### src/hw/rtl/ellr_pkg.sv
package ellr_pkg;

  // item kinds as classified by the front
  localparam logic KIND_START = 1'b0;
  localparam logic KIND_ADV   = 1'b1;

  // configuration register indexes
  localparam int CFG_IDX_BITS = 1;
  localparam logic [CFG_IDX_BITS-1:0] CFG_SEMI_AXIS_X = 1'b0;
  localparam logic [CFG_IDX_BITS-1:0] CFG_SEMI_AXIS_Y = 1'b1;

  localparam int SEMI_AXIS_X_RST = 70;
  localparam int SEMI_AXIS_Y_RST = 50;

  // core -> emitter control
  typedef struct packed {
    logic launch;   // snapshot the current point and start a group
    logic fin;      // step done, end flag valid
    logic fin_end;  // curve finished with this group
  } emit_ctl_t;

endpackage

### src/hw/rtl/ellr_front.sv
module ellr_front #(
  parameter int COORD_BITS = 11
) (
  input  logic                  clk,
  input  logic                  rst,
  input  logic                  in_valid,
  output logic                  in_stall,
  input  logic                  mode,
  input  logic [COORD_BITS-1:0] center_x,
  input  logic [COORD_BITS-1:0] center_y,
  output logic                  q_valid,
  output logic                  q_kind,
  output logic [COORD_BITS-1:0] q_cx,
  output logic [COORD_BITS-1:0] q_cy,
  input  logic                  q_pop
);

  localparam int Q_DEPTH = 2;
  localparam int Q_AW    = $clog2(Q_DEPTH);

  logic                  ent_kind [Q_DEPTH];
  logic [COORD_BITS-1:0] ent_cx   [Q_DEPTH];
  logic [COORD_BITS-1:0] ent_cy   [Q_DEPTH];
  logic [Q_AW-1:0]       wr_ptr;
  logic [Q_AW-1:0]       rd_ptr;
  logic [Q_AW:0]         count;
  logic                  push;
  logic                  kind;

  assign in_stall = (count == (Q_AW+1)'(Q_DEPTH));
  assign push     = in_valid && !in_stall;
  assign kind     = mode ? ellr_pkg::KIND_ADV : ellr_pkg::KIND_START;

  assign q_valid = (count != '0);
  assign q_kind  = ent_kind[rd_ptr];
  assign q_cx    = ent_cx[rd_ptr];
  assign q_cy    = ent_cy[rd_ptr];

  always_ff @(posedge clk) begin
    if (push) begin
      ent_kind[wr_ptr] <= kind;
      ent_cx[wr_ptr]   <= center_x;
      ent_cy[wr_ptr]   <= center_y;
    end
  end

  always_ff @(posedge clk) begin
    if (rst) begin
      wr_ptr <= '0;
      rd_ptr <= '0;
      count  <= '0;
    end else begin
      if (push) begin
        wr_ptr <= wr_ptr + 1'b1;
      end
      if (q_pop) begin
        rd_ptr <= rd_ptr + 1'b1;
      end
      if (push && !q_pop) begin
        count <= count + 1'b1;
      end else if (!push && q_pop) begin
        count <= count - 1'b1;
      end
    end
  end

endmodule

### src/hw/rtl/ellr_core.sv
module ellr_core #(
  parameter int COORD_BITS = 11,
  parameter int AXIS_BITS  = 10
) (
  input  logic                   clk,
  input  logic                   rst,
  input  logic [AXIS_BITS-1:0]   semi_x,
  input  logic [AXIS_BITS-1:0]   semi_y,
  input  logic                   q_valid,
  input  logic                   q_kind,
  input  logic [COORD_BITS-1:0]  q_cx,
  input  logic [COORD_BITS-1:0]  q_cy,
  output logic                   q_pop,
  input  logic                   emit_busy,
  output ellr_pkg::emit_ctl_t    emit_ctl,
  output logic [AXIS_BITS-1:0]   cur_x,
  output logic [AXIS_BITS-1:0]   cur_y,
  output logic [COORD_BITS-1:0]  cen_x,
  output logic [COORD_BITS-1:0]  cen_y
);

  localparam int SW  = 3*AXIS_BITS + 4;  // slope width
  localparam int DW  = 4*AXIS_BITS + 8;  // decision width
  localparam int MAW = 2*AXIS_BITS;
  localparam int MBW = 2*AXIS_BITS + 2;
  localparam int PRW = MAW + MBW;

  localparam logic [3:0] C_IDLE = 4'd0;
  localparam logic [3:0] C_ST0  = 4'd1;
  localparam logic [3:0] C_ST1  = 4'd2;
  localparam logic [3:0] C_R1A  = 4'd3;
  localparam logic [3:0] C_R1B  = 4'd4;
  localparam logic [3:0] C_R1C  = 4'd5;
  localparam logic [3:0] C_R2A  = 4'd6;
  localparam logic [3:0] C_R2B  = 4'd7;
  localparam logic [3:0] C_SET  = 4'd8;
  localparam logic [3:0] C_E0   = 4'd9;
  localparam logic [3:0] C_E1   = 4'd10;
  localparam logic [3:0] C_E2   = 4'd11;
  localparam logic [3:0] C_E3   = 4'd12;
  localparam logic [3:0] C_E4   = 4'd13;
  localparam logic [3:0] C_E5   = 4'd14;

  logic [3:0]           state;
  logic [AXIS_BITS-1:0] step_x;
  logic [AXIS_BITS-1:0] step_y;
  logic                 in_two;
  logic                 running;
  logic                 is_adv;
  logic [DW-1:0]        dec;
  logic [SW-1:0]        dx;
  logic [SW-1:0]        dy;
  logic [MAW-1:0]       a2;
  logic [MAW-1:0]       b2;
  logic [PRW-1:0]       prod;
  logic [MBW-1:0]       tmp;
  logic [DW-1:0]        acc;

  logic [MAW-1:0]       ma;
  logic [MBW-1:0]       mb;
  logic [AXIS_BITS-1:0] x_inc;
  logic [AXIS_BITS-1:0] y_dec;
  logic [AXIS_BITS-1:0] ym1;
  logic [AXIS_BITS:0]   t_odd;
  logic [SW-1:0]        prod_x2;
  logic [SW-1:0]        dy_alt;
  logic [SW-1:0]        dx_alt;
  logic [DW-1:0]        a2e;
  logic [DW-1:0]        b2e;
  logic                 p_neg;
  logic                 p_pos;
  logic                 set_enter;
  logic                 pop_ok;

  function automatic logic [DW-1:0] sext(input logic [SW-1:0] v);
    return {{(DW-SW){v[SW-1]}}, v};
  endfunction

  function automatic logic [DW-1:0] x4(input logic [DW-1:0] v);
    return {v[DW-3:0], 2'b00};
  endfunction

  assign x_inc   = step_x + 1'b1;
  assign y_dec   = (step_y != '0) ? step_y - 1'b1 : '0;
  // (y-1)^2 with y = 0 squares minus one
  assign ym1     = (step_y != '0) ? step_y - 1'b1 : AXIS_BITS'(1);
  assign t_odd   = {step_x, 1'b1};
  assign prod_x2 = SW'({prod, 1'b0});
  assign dy_alt  = dy - SW'({a2, 1'b0});
  assign dx_alt  = dx + SW'({b2, 1'b0});
  assign a2e     = DW'(a2);
  assign b2e     = DW'(b2);
  assign p_neg   = dec[DW-1];
  assign p_pos   = !dec[DW-1] && (dec != '0);
  assign set_enter = !in_two && !($signed(dx) < $signed(dy));

  assign pop_ok  = (state == C_IDLE) && q_valid && !emit_busy;
  assign q_pop   = pop_ok;

  assign emit_ctl.launch  = pop_ok && (q_kind == ellr_pkg::KIND_ADV) && running;
  assign emit_ctl.fin     = is_adv && (((state == C_SET) && !set_enter) || (state == C_E5));
  assign emit_ctl.fin_end = (step_y == '0) && (in_two || (state == C_E5));

  assign cur_x = step_x;
  assign cur_y = step_y;

  // shared multiplier operand select
  always_comb begin
    ma = '0;
    mb = '0;
    case (state)
      C_ST0: begin
        ma = a2;
        mb = MBW'(semi_y);
      end
      C_R1A: begin
        ma = b2;
        mb = MBW'(x_inc);
      end
      C_R1B, C_R2A: begin
        ma = a2;
        mb = MBW'(y_dec);
      end
      C_E0: begin
        ma = MAW'(t_odd);
        mb = MBW'(t_odd);
      end
      C_E1: begin
        ma = MAW'(ym1);
        mb = MBW'(ym1);
      end
      C_E2: begin
        ma = b2;
        mb = tmp;
      end
      C_E3: begin
        ma = a2;
        mb = tmp;
      end
      C_E4: begin
        ma = a2;
        mb = MBW'(b2);
      end
      default: begin
        ma = '0;
        mb = '0;
      end
    endcase
  end

  always_ff @(posedge clk) begin
    a2   <= MAW'(semi_x) * MAW'(semi_x);
    b2   <= MAW'(semi_y) * MAW'(semi_y);
    prod <= PRW'(ma) * PRW'(mb);
  end

  always_ff @(posedge clk) begin
    if (rst) begin
      state   <= C_IDLE;
      running <= 1'b0;
      in_two  <= 1'b0;
      is_adv  <= 1'b0;
      step_x  <= '0;
      step_y  <= '0;
      cen_x   <= '0;
      cen_y   <= '0;
    end else begin
      case (state)
        C_IDLE: begin
          if (pop_ok) begin
            if (q_kind == ellr_pkg::KIND_START) begin
              cen_x  <= q_cx;
              cen_y  <= q_cy;
              is_adv <= 1'b0;
              state  <= C_ST0;
            end else if (running) begin
              is_adv <= 1'b1;
              state  <= in_two ? C_R2A : C_R1A;
            end
          end
        end
        C_ST0: begin
          step_x <= '0;
          step_y <= semi_y;
          in_two <= 1'b0;
          dx     <= '0;
          state  <= C_ST1;
        end
        C_ST1: begin
          dy      <= prod_x2;
          dec     <= x4(b2e) - x4(DW'(prod)) + a2e;
          running <= 1'b1;
          state   <= C_SET;
        end
        C_R1A: begin
          step_x <= x_inc;
          state  <= C_R1B;
        end
        C_R1B: begin
          dx <= prod_x2;
          if (p_neg) begin
            dec   <= dec + x4(sext(prod_x2) + b2e);
            state <= C_SET;
          end else begin
            step_y <= y_dec;
            state  <= C_R1C;
          end
        end
        C_R1C: begin
          dy    <= prod_x2;
          dec   <= dec + x4(sext(dx) - sext(prod_x2) + b2e);
          state <= C_SET;
        end
        C_R2A: begin
          step_y <= y_dec;
          if (p_pos) begin
            state <= C_R2B;
          end else begin
            step_x <= x_inc;
            dy     <= dy_alt;
            dx     <= dx_alt;
            dec    <= dec + x4(sext(dx_alt) - sext(dy_alt) + a2e);
            state  <= C_SET;
          end
        end
        C_R2B: begin
          dy    <= prod_x2;
          dec   <= dec + x4(a2e - sext(prod_x2));
          state <= C_SET;
        end
        C_SET: begin
          if (set_enter) begin
            state <= C_E0;
          end else begin
            running <= !(in_two && (step_y == '0));
            state   <= C_IDLE;
          end
        end
        C_E0: begin
          state <= C_E1;
        end
        C_E1: begin
          tmp   <= prod[MBW-1:0];   // (2x+1)^2
          state <= C_E2;
        end
        C_E2: begin
          tmp   <= prod[MBW-1:0];   // (y-1)^2
          state <= C_E3;
        end
        C_E3: begin
          acc   <= DW'(prod);
          state <= C_E4;
        end
        C_E4: begin
          acc   <= acc + x4(DW'(prod));
          state <= C_E5;
        end
        C_E5: begin
          dec     <= acc - x4(DW'(prod));
          in_two  <= 1'b1;
          running <= (step_y != '0);
          state   <= C_IDLE;
        end
        default: begin
          state <= C_IDLE;
        end
      endcase
    end
  end

endmodule

### src/hw/rtl/ellr_emit.sv
module ellr_emit #(
  parameter int COORD_BITS = 11,
  parameter int AXIS_BITS  = 10
) (
  input  logic                         clk,
  input  logic                         rst,
  input  ellr_pkg::emit_ctl_t          emit_ctl,
  input  logic [AXIS_BITS-1:0]         cur_x,
  input  logic [AXIS_BITS-1:0]         cur_y,
  input  logic [COORD_BITS-1:0]        cen_x,
  input  logic [COORD_BITS-1:0]        cen_y,
  output logic                         emit_busy,
  output logic                         out_valid,
  input  logic                         out_stall,
  output logic signed [COORD_BITS+1:0] pixel_x,
  output logic signed [COORD_BITS+1:0] pixel_y,
  output logic                         group_last,
  output logic                         curve_end
);

  localparam int PW = COORD_BITS + 2;

  logic                  busy;
  logic [1:0]            k;
  logic                  end_known;
  logic                  end_val;
  logic [AXIS_BITS-1:0]  sx;
  logic [AXIS_BITS-1:0]  sy;
  logic [COORD_BITS-1:0] scx;
  logic [COORD_BITS-1:0] scy;

  logic [PW-1:0] ox_pos;
  logic [PW-1:0] oy_pos;
  logic [PW-1:0] ox;
  logic [PW-1:0] oy;
  logic [PW-1:0] px;
  logic [PW-1:0] py;
  logic          k_last;
  logic          have;
  logic          load;

  assign emit_busy = busy;

  assign ox_pos = PW'(sx);
  assign oy_pos = PW'(sy);
  assign ox     = k[0] ? -ox_pos : ox_pos;
  assign oy     = k[1] ? -oy_pos : oy_pos;
  assign px     = PW'(scx) + ox;
  assign py     = PW'(scy) + oy;
  assign k_last = (k == 2'd3);

  // last pixel of a group waits for the step result to know curve end
  assign have = busy && (!k_last || end_known);
  assign load = have && (!out_valid || !out_stall);

  always_ff @(posedge clk) begin
    if (emit_ctl.launch) begin
      sx  <= cur_x;
      sy  <= cur_y;
      scx <= cen_x;
      scy <= cen_y;
    end
    if (emit_ctl.fin) begin
      end_val <= emit_ctl.fin_end;
    end
    if (load) begin
      pixel_x    <= $signed(px);
      pixel_y    <= $signed(py);
      group_last <= k_last;
      curve_end  <= k_last && end_val;
    end
  end

  always_ff @(posedge clk) begin
    if (rst) begin
      busy      <= 1'b0;
      k         <= '0;
      end_known <= 1'b0;
      out_valid <= 1'b0;
    end else begin
      if (emit_ctl.launch) begin
        busy      <= 1'b1;
        k         <= '0;
        end_known <= 1'b0;
      end else if (load) begin
        k <= k + 1'b1;
        if (k_last) begin
          busy      <= 1'b0;
          end_known <= 1'b0;
        end
      end
      if (emit_ctl.fin) begin
        end_known <= 1'b1;
      end
      if (load) begin
        out_valid <= 1'b1;
      end else if (!out_stall) begin
        out_valid <= 1'b0;
      end
    end
  end

endmodule

### src/hw/rtl/midpoint_ellipse_raster.sv
// Throughput: one pixel per cycle while out_stall is low, but the last pixel of a
// group waits for its step result. An advance runs R1A, R1B (and R1C) or R2A
// (and R2B), then SET, on the step sequencer's shared multiplier; entering region two adds E0-E5.
// A start item runs ST0, ST1 and SET, plus E0-E5 when the curve starts in region two.
// Reset (synchronous, active high) empties the queue, idles the sequencer and
// output, and loads the semi-axes with 70 and 50.
module midpoint_ellipse_raster #(
  parameter int COORD_BITS = 11,
  parameter int AXIS_BITS  = 10
) (
  input  logic                                clk,
  input  logic                                rst,
  input  logic                                cfg_valid,
  output logic                                cfg_ready,
  input  logic [ellr_pkg::CFG_IDX_BITS-1:0]   cfg_index,
  input  logic [AXIS_BITS-1:0]                cfg_data,
  input  logic                                in_valid,
  output logic                                in_stall,
  input  logic                                mode,
  input  logic [COORD_BITS-1:0]               center_x,
  input  logic [COORD_BITS-1:0]               center_y,
  output logic                                out_valid,
  input  logic                                out_stall,
  output logic signed [COORD_BITS+1:0]        pixel_x,
  output logic signed [COORD_BITS+1:0]        pixel_y,
  output logic                                group_last,
  output logic                                curve_end
);

  logic [AXIS_BITS-1:0]  semi_x;
  logic [AXIS_BITS-1:0]  semi_y;
  logic                  q_valid;
  logic                  q_kind;
  logic [COORD_BITS-1:0] q_cx;
  logic [COORD_BITS-1:0] q_cy;
  logic                  q_pop;
  logic                  emit_busy;
  ellr_pkg::emit_ctl_t   emit_ctl;
  logic [AXIS_BITS-1:0]  cur_x;
  logic [AXIS_BITS-1:0]  cur_y;
  logic [COORD_BITS-1:0] cen_x;
  logic [COORD_BITS-1:0] cen_y;

  assign cfg_ready = 1'b1;

  always_ff @(posedge clk) begin
    if (rst) begin
      semi_x <= AXIS_BITS'(ellr_pkg::SEMI_AXIS_X_RST);
      semi_y <= AXIS_BITS'(ellr_pkg::SEMI_AXIS_Y_RST);
    end else if (cfg_valid && cfg_ready) begin
      case (cfg_index)
        ellr_pkg::CFG_SEMI_AXIS_X: semi_x <= cfg_data;
        ellr_pkg::CFG_SEMI_AXIS_Y: semi_y <= cfg_data;
        default: begin
        end
      endcase
    end
  end

  ellr_front #(
    .COORD_BITS(COORD_BITS)
  ) u_front (
    .clk      (clk),
    .rst      (rst),
    .in_valid (in_valid),
    .in_stall (in_stall),
    .mode     (mode),
    .center_x (center_x),
    .center_y (center_y),
    .q_valid  (q_valid),
    .q_kind   (q_kind),
    .q_cx     (q_cx),
    .q_cy     (q_cy),
    .q_pop    (q_pop)
  );

  ellr_core #(
    .COORD_BITS(COORD_BITS),
    .AXIS_BITS (AXIS_BITS)
  ) u_core (
    .clk       (clk),
    .rst       (rst),
    .semi_x    (semi_x),
    .semi_y    (semi_y),
    .q_valid   (q_valid),
    .q_kind    (q_kind),
    .q_cx      (q_cx),
    .q_cy      (q_cy),
    .q_pop     (q_pop),
    .emit_busy (emit_busy),
    .emit_ctl  (emit_ctl),
    .cur_x     (cur_x),
    .cur_y     (cur_y),
    .cen_x     (cen_x),
    .cen_y     (cen_y)
  );

  ellr_emit #(
    .COORD_BITS(COORD_BITS),
    .AXIS_BITS (AXIS_BITS)
  ) u_emit (
    .clk        (clk),
    .rst        (rst),
    .emit_ctl   (emit_ctl),
    .cur_x      (cur_x),
    .cur_y      (cur_y),
    .cen_x      (cen_x),
    .cen_y      (cen_y),
    .emit_busy  (emit_busy),
    .out_valid  (out_valid),
    .out_stall  (out_stall),
    .pixel_x    (pixel_x),
    .pixel_y    (pixel_y),
    .group_last (group_last),
    .curve_end  (curve_end)
  );

endmodule

### config.mk
export PLATFORM = sky130hd
export DESIGN_NAME = midpoint_ellipse_raster
export DESIGN_NICKNAME = d
export VERILOG_FILES = /design/src/hw/rtl/ellr_pkg.sv /design/src/hw/rtl/ellr_front.sv /design/src/hw/rtl/ellr_core.sv /design/src/hw/rtl/ellr_emit.sv /design/src/hw/rtl/midpoint_ellipse_raster.sv
export SDC_FILE = /design/constraint.sdc
export NUM_CORES = 2
export LEC_CHECK = 0
export ABC_AREA = 1
export ABC_CLOCK_PERIOD_IN_PS = 8900
export BUFFER_PORTS_ARGS = -buffer_cell sky130_fd_sc_hd__buf_2
export CAP_MARGIN = 20
export CORE_UTILIZATION = 60
export DETAILED_ROUTE_END_ITERATION = 12
export GPL_TIMING_DRIVEN = 0
export PLACE_DENSITY = 0.84
export REMOVE_ABC_BUFFERS = 1
export SYNTH_ARGS = -nofsm -noshare
export SYNTH_HDL_FRONTEND = slang
export SYNTH_SLANG_ARGS = --single-unit
export TNS_END_PERCENT = 20
### constraint.sdc
create_clock -name clk -period 8.9 [get_ports clk]
set_clock_uncertainty 0.2 [all_clocks]
set_input_delay 2.67 -clock clk [delete_from_list [all_inputs] [get_ports clk]]
set_output_delay 2.67 -clock clk [all_outputs]
set_load 0.005 [all_outputs]
==> qor.yml <==
route:
  remaining_drc_errors: 0
  drtIter0Drc: 7415
  routed_wl_mm: 256.0
  drtAntennaViolNets: 0
  wire_per_inst_um: 23.75
  dr_total_vias: 66460
  via_per_inst: 6.167
  first_pass_iters: 7
cts:
  clk_path_buf_depth: 3
  htree_levels: 2
  cts_tree: "built"
  cts_inserted_buffers: 54
  cts_sinks: 460
  path_clk_slew_ps: 70
  clk_latency_ps: 720
  root_buffer: "clkbuf_16"
  ctsHoldBuffers: 0
synthesis:
  muxShareOfSynthArea: 0.0001721
  synth_top_area_share: 0.1410
  synthFlopType: "edfxtp_1"
  synth_top_family_by_area: "adder cells"
  ys_seq_elements: 460
  synth_area_leaders: "fa_1 (14%), edfxtp_1 (14%), ha_1 (13%)"
  ys_seq_area_frac: 0.1867
  synth_top_area_cell: "fa_1"
  synthArstFlopShare: 0
  synth-xor-area-share: 0.04787
  synthAdderAreaFrac: 0.2746
  synth_compound_area_frac: 0.1520
  synth_cell_types: 80
  syn-cell-area_mm2: 0.06545
  ys.warnings.count: 0
  yosys.area_share.simple: 0.2267
  avgSynthCellArea_um2: 7.077
  synthCells: 9248
  synth-edff-count: 301
setup_path:
  cp_max_fo: 23
  worstPathRequired_ps: 9270
  max_stage_delay_ps: 570
  worstReg2RegEnd: "u_core.prod[34]"
  cpMostUsedCell: "fa_1"
  crit_type: "flop to flop"
  cp-start-kind: "flop"
  r2r-start: "u_core.state[0]"
  endpoint_kind: "flop"
  slowest_stage: "fa_1"
  crit_arrival_ps: 9490
  ff2ff_path_depth: 34
  rrSetupSlack_ps: -220
die:
  die-area_mm2: 0.1104
  rows: 120
  ios: 70
  die-width_um: 332.3
  dieHeight_um: 332.3
  initial_core_util: 0.6080
  core_area_mm2: 0.1077
cells_and_area:
  area_growth_pct: 8.865
  fill_cells: 9146
  final_cell_mix: "nand2_1 (2040), inv_1 (1654), nor2_1 (771), a21oi_1 (754), ha_1 (688)"
  drive_gt1_frac: 0.07012
  final_common_cell: "nand2_1"
  num-nets-final: 10520
  final_cells: 10780
timing:
  tightest_slew_ps: 1200
  slew_headroom: 0.1933
  fin_crit_ps: 9122
  setup_ws_ps: -222.1
  rsz0062_at_grt: "true"
  min_period_over_period: 1.025
  fin_tns_setup_ps: -821.1
  final-setup-viol-count: 7
  max_freq_ghz: 0.1096
  holdWs_ps: 216.5
  hold_viol_final: 0
  slew_violations: 0
grt:
  grt.total_usage: 0.4449
  antenna_found_initial: 6
  grt_overflow: 0
  grt_pass1_vias: 65100
  grt_max_degree: 49
  grt_pass1_wl_mm: 372.8
power_and_ir_drop:
  p_int_mw: 9.066
  p_sw_frac: 0.5886
  pwr-share-clk: 0.103
  p_leak_nw: 35.39
  powerDensity_mw_per_mm2: 309.3
  peakVddDrop_mv: 0.3658
  switchingPower_mw: 12.97
  pwr-share-seq: 0.156
  pwr-share-comb: 0.741
outcome:
  failed_checks: "setup timing"
  run_status: "complete, but fails checks"
place:
  hpwl_mm: 205.1
  gp_congestion: 1.058
  dp.cells: 10570
  port_buffers: 68
min_path:
  hold_class: "flop to flop"
  min-delay-start: "u_core.cen_y[3]"
  hold_depth: 0
  whs_endpoint: "u_emit.scy[3]"
run:
  maxCapViolCount: 0
-- metrics by stage --
stage,cell area (um^2),power [mW],utilization,setup WS (ps)
6_report,71250,22.03,0.6619,-222.1
5_1_grt,71240,23.41,0.6618,-390.9
4_1_cts,70340,21.08,0.6533,-37.99
3_5_place_dp,67470,18.56,0.6268,-2247
3_3_place_gp,66760,18.16,0.6202,-7940
2_1_floorplan,64670,13.67,-,-1537
-- cells in the mapped netlist, types with 29 or more instances --
library cell	count
ha_1	699
nor2_1	801
or2_2	41
o21ai_0	538
nand3_1	342
nor4_1	36
fa_1	461
nand2_2	29
a21o_1	32
edfxtp_1	301
nor3_1	91
a31oi_1	109
nand4_1	74
o21a_1	35
xor2_1	267
clkbuf_1	143
dfxtp_1	159
o211ai_1	36
xnor2_1	87
a21oi_1	768
inv_1	1684
o21ai_1	37
nand2_1	2049
buf_2	50
-- per-layer routing --
metal	track usage	up-vias	share of wire
li1	-	30150	-
met4	0.2954	4	0.081
met3	0.1030	1042	0.11
met1	0.5204	31420	0.36
met2	0.7297	3850	0.45
met5	0	-	0.00013
-- power by group through the flow --
stage,combinational (mW),sequential [mW],clock [mW]
after global placement,14.8,3.38,0
after CTS,15.5,3.34,2.26
after detailed placement,15.2,3.37,0
after global routing,17.7,3.42,2.33
after floorplan,10.6,3.03,0
final,16.3,3.44,2.28
-- cell families after synthesis --
family,count (synthesis)
multiplexers,1
AO/OA/AOI/OAI,1770
adder cells (fa/ha/maj),1160
XOR/XNOR,356
other,2
flip-flops,460
buffers and inverters,1930
AND/OR/NAND/NOR,3569
-- worst max-delay path: cells and delay by family, from the launching register on --
family	cells	cell delay, ps
and+or+nand+nor	10	1650
AOI/OAI and AO/OA	5	1120
buffers and inverters	10	1280
DFF	1	390
adders and majority gates	8	4190
xor gates and xnor gates	1	130
-- what timing repair did --
action	CTS	global route
pin swaps	17	40
setup buffers	57	42
cloned	6	2
endpoints found under the setup margin	45	41
resized for setup	123	118
-- sequential cells by signal, summed over array words and instances, names as in the netlist, 4 cells and up, named ones only --
signal and flops:
u_core.a2 19, semi_y 10, u_core.cen_y 11, u_core.acc 48, u_emit.pixel_x 13, u_core.cen_x 11, semi_x 10, u_emit.pixel_y 13
u_core.dx 33, u_emit.sy 10, u_core.b2 19, u_core.dec 48, u_core.tmp 22, u_front.ent_cy 22, u_front.ent_cx 22, u_core.cur_x 10
u_core.prod 42, u_emit.scx 11, u_emit.sx 10, u_core.state 4, u_core.dy 33, u_emit.scy 11, u_core.cur_y 10
-- worst max-delay path by stage --
stage | startpoint | to | slack (ps) | depth (start not counted)
global placement | u_core.state[0] | u_core.prod[41] | -7940 | 34
finish | u_core.state[0] | u_core.prod[34] | -220 | 34
floorplan | u_core.state[0] | u_core.prod[41] | -1540 | 34
detailed placement | u_core.state[0] | u_core.prod[41] | -2250 | 35
CTS | u_core.cur_x[0] | u_core.prod[41] | -40 | 36
global route | u_core.state[0] | u_core.prod[24] | -390 | 31
-- area by class of cell --
class	instances	area [um^2]	area share
inverters	1730	6614	0.09282
flip-flops and latches	460	12250	0.1720
repair inverters	7	47.55	0.0006673
multi-input cells	6869	46940	0.6588
diodes	4	10.01	0.0001405
clock buffers	64	1463	0.02053
well taps	1403	1755	0.02464
clock inverters	38	311.5	0.004373
repair buffers	202	1859	0.02609
Note: power is estimated with default switching activity, not from simulation.
